--- config.mk ---
export PLATFORM = sky130hd
export DESIGN_NAME = psc_depth
export DESIGN_NICKNAME = d
export VERILOG_FILES = /design/src/sv/psc_pkg.sv /design/src/sv/psc_depth.sv
export SDC_FILE = /design/constraint.sdc
export NUM_CORES = 2
export LEC_CHECK = 0
export ABC_AREA = 1
export BUFFER_PORTS_ARGS = -buffer_cell sky130_fd_sc_hd__buf_2
export CORE_MARGIN = 1
export CORE_UTILIZATION = 55
export CTS_BUF_LIST = sky130_fd_sc_hd__clkbuf_4 sky130_fd_sc_hd__clkbuf_8 sky130_fd_sc_hd__clkbuf_16
export DETAILED_ROUTE_END_ITERATION = 12
export PLACE_DENSITY = 0.82
export SLEW_MARGIN = 20
export SYNTH_ARGS = -nofsm -noshare
export SYNTH_HDL_FRONTEND = slang
export SYNTH_SLANG_ARGS = --single-unit
--- constraint.sdc ---
create_clock -name clk_i -period 12.4 [get_ports clk_i]
set_input_delay 1.24 -clock clk_i [delete_from_list [all_inputs] [get_ports clk_i]]
set_output_delay 1.24 -clock clk_i [all_outputs]
set_load 0.01 [all_outputs]
--- src/sv/psc_pkg.sv ---
// shared widths, register map and payload types of the pressure compensation core
package psc_pkg;

  localparam int unsigned RawW  = 24;
  localparam int unsigned CalW  = 16;
  localparam int unsigned SeaW  = 20;
  localparam int unsigned TempW = 19;
  localparam int unsigned PresW = 32;
  localparam int unsigned DepW  = 32;
  localparam int unsigned AddrW = 5;
  localparam int unsigned DataW = 32;

  typedef enum logic [2:0] {
    RegC1     = 3'd0,
    RegC2     = 3'd1,
    RegC3     = 3'd2,
    RegC4     = 3'd3,
    RegC5     = 3'd4,
    RegC6     = 3'd5,
    RegSeaRef = 3'd6
  } psc_reg_e;

  typedef struct packed {
    logic signed [TempW-1:0] temp;
    logic signed [PresW-1:0] pressure;
  } psc_res_t;

endpackage

--- src/sv/psc_depth.sv ---
// pipelined depth conversion: (p - sea_ref) * 1e7 / 10091043 truncated, with output register
module psc_depth import psc_pkg::*; (
  input  logic                   clk_i,
  input  logic                   rst_ni,
  input  logic                   in_valid_i,
  output logic                   in_ready_o,
  input  psc_res_t               in_i,
  input  logic [SeaW-1:0]        sea_ref_i,
  output logic                   out_valid_o,
  input  logic                   out_ready_i,
  output psc_res_t               out_o,
  output logic signed [DepW-1:0] depth_o
);

  localparam int unsigned NumStg     = 6;
  localparam int unsigned RecipShift = 34;
  localparam logic [23:0] DepthNum   = 24'd10000000;
  localparam logic [23:0] DepthDen   = 24'd10091043;
  localparam logic [33:0] DepthRecip =
    34'((64'd1 << RecipShift) * 64'd10000000 / 64'd10091043);

  logic [NumStg-1:0] vld_q;
  logic [NumStg-1:0] vld_in;
  logic [NumStg:0]   rdy;

  assign rdy[NumStg] = out_ready_i;
  for (genvar g = 0; g < NumStg; g++) begin : g_rdy
    assign rdy[g] = ~vld_q[g] | rdy[g+1];
  end
  assign vld_in      = {vld_q[NumStg-2:0], in_valid_i};
  assign in_ready_o  = rdy[0];
  assign out_valid_o = vld_q[NumStg-1];

  always_ff @(posedge clk_i or negedge rst_ni) begin
    if (!rst_ni) begin
      vld_q <= '0;
    end else begin
      for (int k = 0; k < NumStg; k++) begin
        if (rdy[k]) vld_q[k] <= vld_in[k];
      end
    end
  end

  // d1: difference to the surface reference
  logic signed [32:0] x_d;
  logic signed [32:0] d1_x_q;
  psc_res_t           d1_res_q;
  assign x_d = 33'(in_i.pressure) - $signed({13'b0, sea_ref_i});

  always_ff @(posedge clk_i) begin
    if (rdy[0]) begin
      d1_x_q   <= x_d;
      d1_res_q <= in_i;
    end
  end

  // d2: magnitude and sign
  logic [32:0] d2_a_q;
  logic        d2_neg_q;
  psc_res_t    d2_res_q;

  always_ff @(posedge clk_i) begin
    if (rdy[1]) begin
      d2_neg_q <= d1_x_q[32];
      d2_a_q   <= d1_x_q[32] ? 33'(-d1_x_q) : 33'(d1_x_q);
      d2_res_q <= d1_res_q;
    end
  end

  // d3: quotient estimate by reciprocal, at most one below the true value
  logic [66:0] est_d;
  logic [32:0] d3_q0_q;
  logic [32:0] d3_a_q;
  logic        d3_neg_q;
  psc_res_t    d3_res_q;
  assign est_d = 67'(d2_a_q) * 67'(DepthRecip);

  always_ff @(posedge clk_i) begin
    if (rdy[2]) begin
      d3_q0_q  <= est_d[66:RecipShift];
      d3_a_q   <= d2_a_q;
      d3_neg_q <= d2_neg_q;
      d3_res_q <= d2_res_q;
    end
  end

  // d4: dividend and back-multiplied estimate
  logic [56:0] d4_pa_q;
  logic [56:0] d4_pq_q;
  logic [32:0] d4_q0_q;
  logic        d4_neg_q;
  psc_res_t    d4_res_q;

  always_ff @(posedge clk_i) begin
    if (rdy[3]) begin
      d4_pa_q  <= 57'(d3_a_q) * 57'(DepthNum);
      d4_pq_q  <= 57'(d3_q0_q) * 57'(DepthDen);
      d4_q0_q  <= d3_q0_q;
      d4_neg_q <= d3_neg_q;
      d4_res_q <= d3_res_q;
    end
  end

  // d5: remainder below twice the divisor, one correction step
  logic [56:0] rem_full;
  logic [24:0] rem_d;
  logic [32:0] d5_q_q;
  logic        d5_neg_q;
  psc_res_t    d5_res_q;
  assign rem_full = d4_pa_q - d4_pq_q;
  assign rem_d    = rem_full[24:0];

  always_ff @(posedge clk_i) begin
    if (rdy[4]) begin
      d5_q_q   <= d4_q0_q + 33'(rem_d >= 25'(DepthDen));
      d5_neg_q <= d4_neg_q;
      d5_res_q <= d4_res_q;
    end
  end

  // d6: sign, saturation and output register
  logic signed [DepW-1:0] dep_d;
  logic [32:0]            negq;
  logic signed [DepW-1:0] d6_dep_q;
  psc_res_t               d6_res_q;
  assign negq = ~d5_q_q + 33'd1;

  always_comb begin
    if (d5_neg_q) begin
      dep_d = (d5_q_q > 33'h080000000) ? 32'sh80000000 : $signed(negq[31:0]);
    end else begin
      dep_d = (d5_q_q > 33'h07fffffff) ? 32'sh7fffffff : $signed(d5_q_q[31:0]);
    end
  end

  always_ff @(posedge clk_i) begin
    if (rdy[5]) begin
      d6_dep_q <= dep_d;
      d6_res_q <= d5_res_q;
    end
  end

  assign out_o   = d6_res_q;
  assign depth_o = d6_dep_q;

endmodule

## Word level (Yosys, flattened, before mapping)

Cells that the tools add are included.

| storage, ports and cells | value |
|---|---|
| output and inout port bits | 85 |
| logic and storage cells | 60 |
| register bits | 589 |
| input bits | 75 |

| cells by class | value |
|---|---|
| bitwise gates (word level) | 13 |
| add/subtract/negate cells | 5 |
| mux-type cells | 4 |
| $lt $le $gt $ge | 3 |
| $mul | 3 |

Operators with widths:

| kind | count |
|---|---|
| 2-to-1 mux 32 bit | 4 |
| multiplier 33 x 34 -> 67 bit (second input constant) | 1 |
| adder 33 x 1 -> 33 bit | 1 |
| greater-than comparator 33 x 31 -> 1 bit (second input constant) | 1 |
| greater-than comparator 33 x 32 -> 1 bit (second input constant) | 1 |
| multiplier 33 x 17 -> 18 bit (second input constant) | 1 |
| multiplier 33 x 24 -> 25 bit (second input constant) | 1 |
| negator 33 bit | 1 |
| subtractor 32 x 21 -> 33 bit | 1 |
| adder 32 x 1 -> 32 bit (second input constant) | 1 |
| inverter 32 bit | 1 |
| greater-or-equal comparator 25 x 24 -> 1 bit (second input constant) | 1 |
| subtractor 25 bit | 1 |
| inverter 1 bit | 6 |
| bitwise OR 1 bit | 6 |

## Longest topological paths before layout

| depth | value |
|---|---|
| word-level depth | 7 |
| gate-level depth with buffers | 31 |
| gate-level depth less buffers | 31 |

## Least setup slack after synthesis

OpenSTA, ideal clock, no wires.

| path | value |
|---|---|
| path kind | input -> output |
| start | in out_ready_i |
| end | out in_ready_o |
| arrival | 11.725 ns |
| buffers on the path | 0 |
| path slack | -0.565 ns |
| stages on the path | 10 |
| cell sequence | nor2_1 -> inv_1 -> nor2_1 -> inv_1 -> nor2_1 -> inv_1 -> nor2_1 -> inv_1 -> nor2_1 -> nand2_1 |

| between the ends | value |
|---|---|
| cells in the longest elaborated chain, start to end | 6 |

RTL lines:

| what | line | text |
|---|---|---|
| start, declared | psc_depth.sv:10 | `input logic out_ready_i,` |
| bitwise OR 1 bit | psc_depth.sv:28 | `assign rdy[g] = ~vld_q[g] \| rdy[g+1];` |
| via rdy[5] | psc_depth.sv:24 | `logic [NumStg:0] rdy;` |
| bitwise OR 1 bit | psc_depth.sv:28 |  |
| via rdy[4] | psc_depth.sv:24 |  |
| bitwise OR 1 bit | psc_depth.sv:28 |  |
| via rdy[3] | psc_depth.sv:24 |  |
| bitwise OR 1 bit | psc_depth.sv:28 |  |
| via rdy[2] | psc_depth.sv:24 |  |
| bitwise OR 1 bit (2 in a row) | psc_depth.sv:28 |  |
| end, declared | psc_depth.sv:6 | `output logic in_ready_o,` |

The timed path passes the listed nets, and every way through them passes these cells.

## Worst setup path in the final report

| path | value |
|---|---|
| start | reg d2_a_q[6] |
| end | reg d3_q0_q[14], data pin |

| between the ends | value |
|---|---|
| cells in the longest elaborated chain, start to end | 1 |

RTL lines:

| what | line | text |
|---|---|---|
| start, declared | psc_depth.sv:58 | `logic [32:0] d2_a_q;` |
| start signal, assigned | psc_depth.sv:65 | `d2_a_q <= d1_x_q[32] ? 33'(-d1_x_q) : 33'(d1_x_q);` |
| multiplier 33 x 34 -> 67 bit | psc_depth.sv:76 | `assign est_d = 67'(d2_a_q) * 67'(DepthRecip);` |
| via est_d[48] | psc_depth.sv:71 | `logic [66:0] est_d;` |
| end signal, assigned | psc_depth.sv:80 | `d3_q0_q <= est_d[66:RecipShift];` |
| end, declared | psc_depth.sv:72 | `logic [32:0] d3_q0_q;` |

The timed path passes the listed nets, and every way through them passes these cells.
A chain may end at the register's enable or synchronous reset.

==> results.txt <==
- After clock tree synthesis, the setup repair step added 0 buffers.
* Final hold viol count: 0
- Setup repair after global routing missed its margin: false
* Length of the first detailed-routing pass in iterations: 5
- The synthesized design contains 573 register bits.
* Routed wire length per instance: 22.2 um
- Counting flops with a built-in enable in the synthesized netlist gives 567.
- The flow ran to the end, and the final reports show no timing, DRC or antenna violations.
- CTS max path bufs: 3
* Leading cell types by total area after synthesis: edfxtp_1 (33%), fa_1 (24%), ha_1 (16%), inv_1 (9.4%), nand2_1 (3.9%)
- Initial antenna violation count: 8
- The core region is between 0.09 and 0.1 sq mm.
- Clock-pin slew was measured on the worst setup and hold paths at around 70 ps.
* Worst slew slack as a fraction of its limit: 0.312
- Setup Total Neg Slack: 0 ps
* Area share of the largest cell type after synthesis: 0.330
* Average cell area after synthesis: between 10 and 15 sq um
- Routed vias: 35300
- For this run, design rule violations remaining after detail routing come to 0.
* Total routed wirelength: 142000 um
- Ratio of cells with drive above 1 in the final layout: 0.0607
- Gates resized during post-CTS repair numbered 0.
- Library cells used by synthesis: 53
* Synth Cell Area: 0.0516 sq mm
* Starting density of the core: 0.559
- Placer congestion estimate: ~1.1
- Data on the critical path arrives at its endpoint at 8870 ps.
- During synthesis, Yosys emitted a total of 0 warnings.
- The die is 308 um tall.
- Register area share after synthesis: 0.333
* Via density: 5.52
* Class of the worst hold path: primary input to async pin
- The clock tree synthesis step divided the H-tree into 2 levels.
- Fmax: 0.118 GHz
* Routed Antenna Nets: 0
- The worst setup path is of the flip-flop to flip-flop kind.
* Reg-to-reg setup timing slack: roughly 3900 ps
- CTS buffer count: 57
* Tcrit/Tclk final: 0.683
- Remaining global-route overflow: 0
- Via count of the first global-routing pass: 37500
- Most used DFF post-synth: edfxtp_1
- The largest total area in the synthesized netlist belongs to edfxtp_1.
* Worst-path fanout max: 9
- Setup violations remaining at the end of the flow were counted as 0.
- Final Max Slew Viols: 0
- Count of boundary I/O pins: 160
- On the final layout, the worst clock skew is 50.2 ps.
- Standard-cell row count: roughly 110
- Worst slew pin tran: approximately 1000 ps
* Max-capacitance violation count: 0
* Startpoint class of the critical path: flip-flop
* Gate count of the mapped netlist: 4878
* Count of input and output buffers: approximately 160
- The floorplan step defined a die boundary enclosing between 0.09 and 0.1 sq mm.
- Count of hold buffers inserted by post-cts repair: 0
* Largest net degree at the start of global routing: 86
* Syn nets: 6233
- The die is 308 um wide.
- The first global-routing pass estimated approximately 220000 um of wire.
* Critical Path Sink Type: flip-flop
- For the worst setup path, the data required time is 12790 ps.
- TritonCTS built the clock tree.
- For the finished layout, the period the worst path requires is approximately 8500 ps.
- Dpl hpwl: 116000 um
- Relative to the synthesized area, the layout overhead comes to 8.66%.
- CTS placed an instance of clkbuf_16 at the clock tree root.
- TritonCTS Sinks: 573
* Layout net count: between 6000 and 7000
- Initial DRC Count: between 3000 and 4000
* Asr flop ratio synth: 0.0105
- Global Route Usage Sum: 0.304
- The later pin in the worst-skew pair is clocked with a latency of around 660 ps.
[Yosys cell counts, types with 38 or more instances]
library cell and number:
a21oi_1 151, edfxtp_1 567, fa_1 619, ha_1 661, inv_1 1289, nand2_1 541, nand3_1 116, nand4_1 50
nor2_1 299, nor3_1 38, o21ai_0 139, xnor2_1 78, xor2_1 139
[flip-flops by register name, indices dropped and copies added, names as in the netlist, 33 cells and up]
| signal | count |
|---|---|
| d4_res_q | 51 |
| d3_q0_q | 33 |
| d3_res_q | 51 |
| d5_q_q | 33 |
| d2_res_q | 51 |
| out_o | 51 |
| d5_res_q | 51 |
| d1_x_q | 33 |
| d1_res_q | 51 |
| d2_a_q | 33 |
[layout make-up]
cell class	count	area, sq um
inverter	1289	4850
sequential	573	17200
timing repair buffer	170	882
tap	1243	1560
antenna	8	20.0
fill	7177	36300
clock buffer	62	1460
multi-input combinational	3004	29500
clock inverter	45	589
[cells by family after synthesis]
kind of cell	Yosys count	share of synthesized area
flops	573	0.333
compound gates	392	0.0424
xor+xnor	217	0.0368
fa+ha+maj	1280	0.400
simple gates	1115	0.0927
buf+inv	1301	0.0949
[through the flow]
| stage | std cells | hold WS, ps | worst slack, ps | utilization | area, sq um |
|---|---|---|---|---|---|
| finish | 6394 | 397 | 3930 | 0.607 | 56100 |
| CTS | 6386 | 376 | 4130 | 0.607 | 56100 |
| global route | 6394 | 385 | 3880 | 0.607 | 56100 |
| global placement | 6279 | 400 | 4140 | 0.585 | 54000 |
| detailed placement | 6279 | 405 | 4110 | 0.585 | 54000 |
| floorplan | 4878 | 400 | 466 | - | 51600 |
[routing by layer]
layer / GRT usage / vias up / part of all wire
li1: - / 15900 / -
met3: 0.0500 / 456 / 0.074
met5: 0 / - / 0.000092
met4: 0.160 / 2 / 0.062
met1: 0.371 / 17300 / 0.37
met2: 0.517 / 1652 / 0.49
[cells in the final DEF, fill, tap and decap left out, types with 4 or more instances in the layout]
master	count
xnor2_1	78
edfxtp_1	567
clkinvlp_4	5
clkinv_1	14
buf_2	159
clkbuf_4	5
and3_1	4
nand4_1	50
clkbuf_16	57
o21bai_1	14
o21a_1	8
xor2_1	139
nor4_1	11
nor3_1	38
o21ai_0	139
nand3b_1	13
nand2_2	6
o21ai_1	11
a211oi_1	4
nor3_2	4
ha_1	661
a31oi_1	16
nand3_1	116
clkinv_2	11
o211ai_1	10
buf_4	10
nor2_2	9
a21o_1	18
dfrtp_1	6
bufinv_16	11
nor2_1	299
fa_1	619
a21boi_0	7
or2_2	10
diode_2	8
a21oi_1	151
nand2_1	540
inv_1	1284
[worst max-delay path, cell delays in order (launching register included)]
cell and delay (ps):
edfxtp_1 650, fa_1 780, inv_1 240, fa_1 670, inv_1 80, fa_1 560
fa_1 470, fa_1 510, fa_1 510, fa_1 500, inv_1 50, fa_1 470
inv_1 40, ha_1 400, a21oi_1 370, inv_1 80, nor2_1 250, a21boi_0 710
o21ai_0 190, inv_1 90, nand3_1 260, a21oi_1 260, xnor2_1 80
[worst paths after layout]
| path | startpoint | end | cells after the start |
|---|---|---|---|
| min in group clk_i | d5_res_q[45] | out_o[45] | 0 |
| max reg2reg | d2_a_q[6] | d3_q0_q[14] | 22 |
| max | d2_a_q[6] | d3_q0_q[14] | 22 |
| min | rst_ni | vld_q[2] | 1 |
| min reg2reg | d5_res_q[45] | out_o[45] | 0 |
| max in group asynchronous | rst_ni | vld_q[0] | 1 |
Power is left out: the tool's default activity adds up to more than one toggle a clock period on the data nets, which glitch-free logic cannot reach.
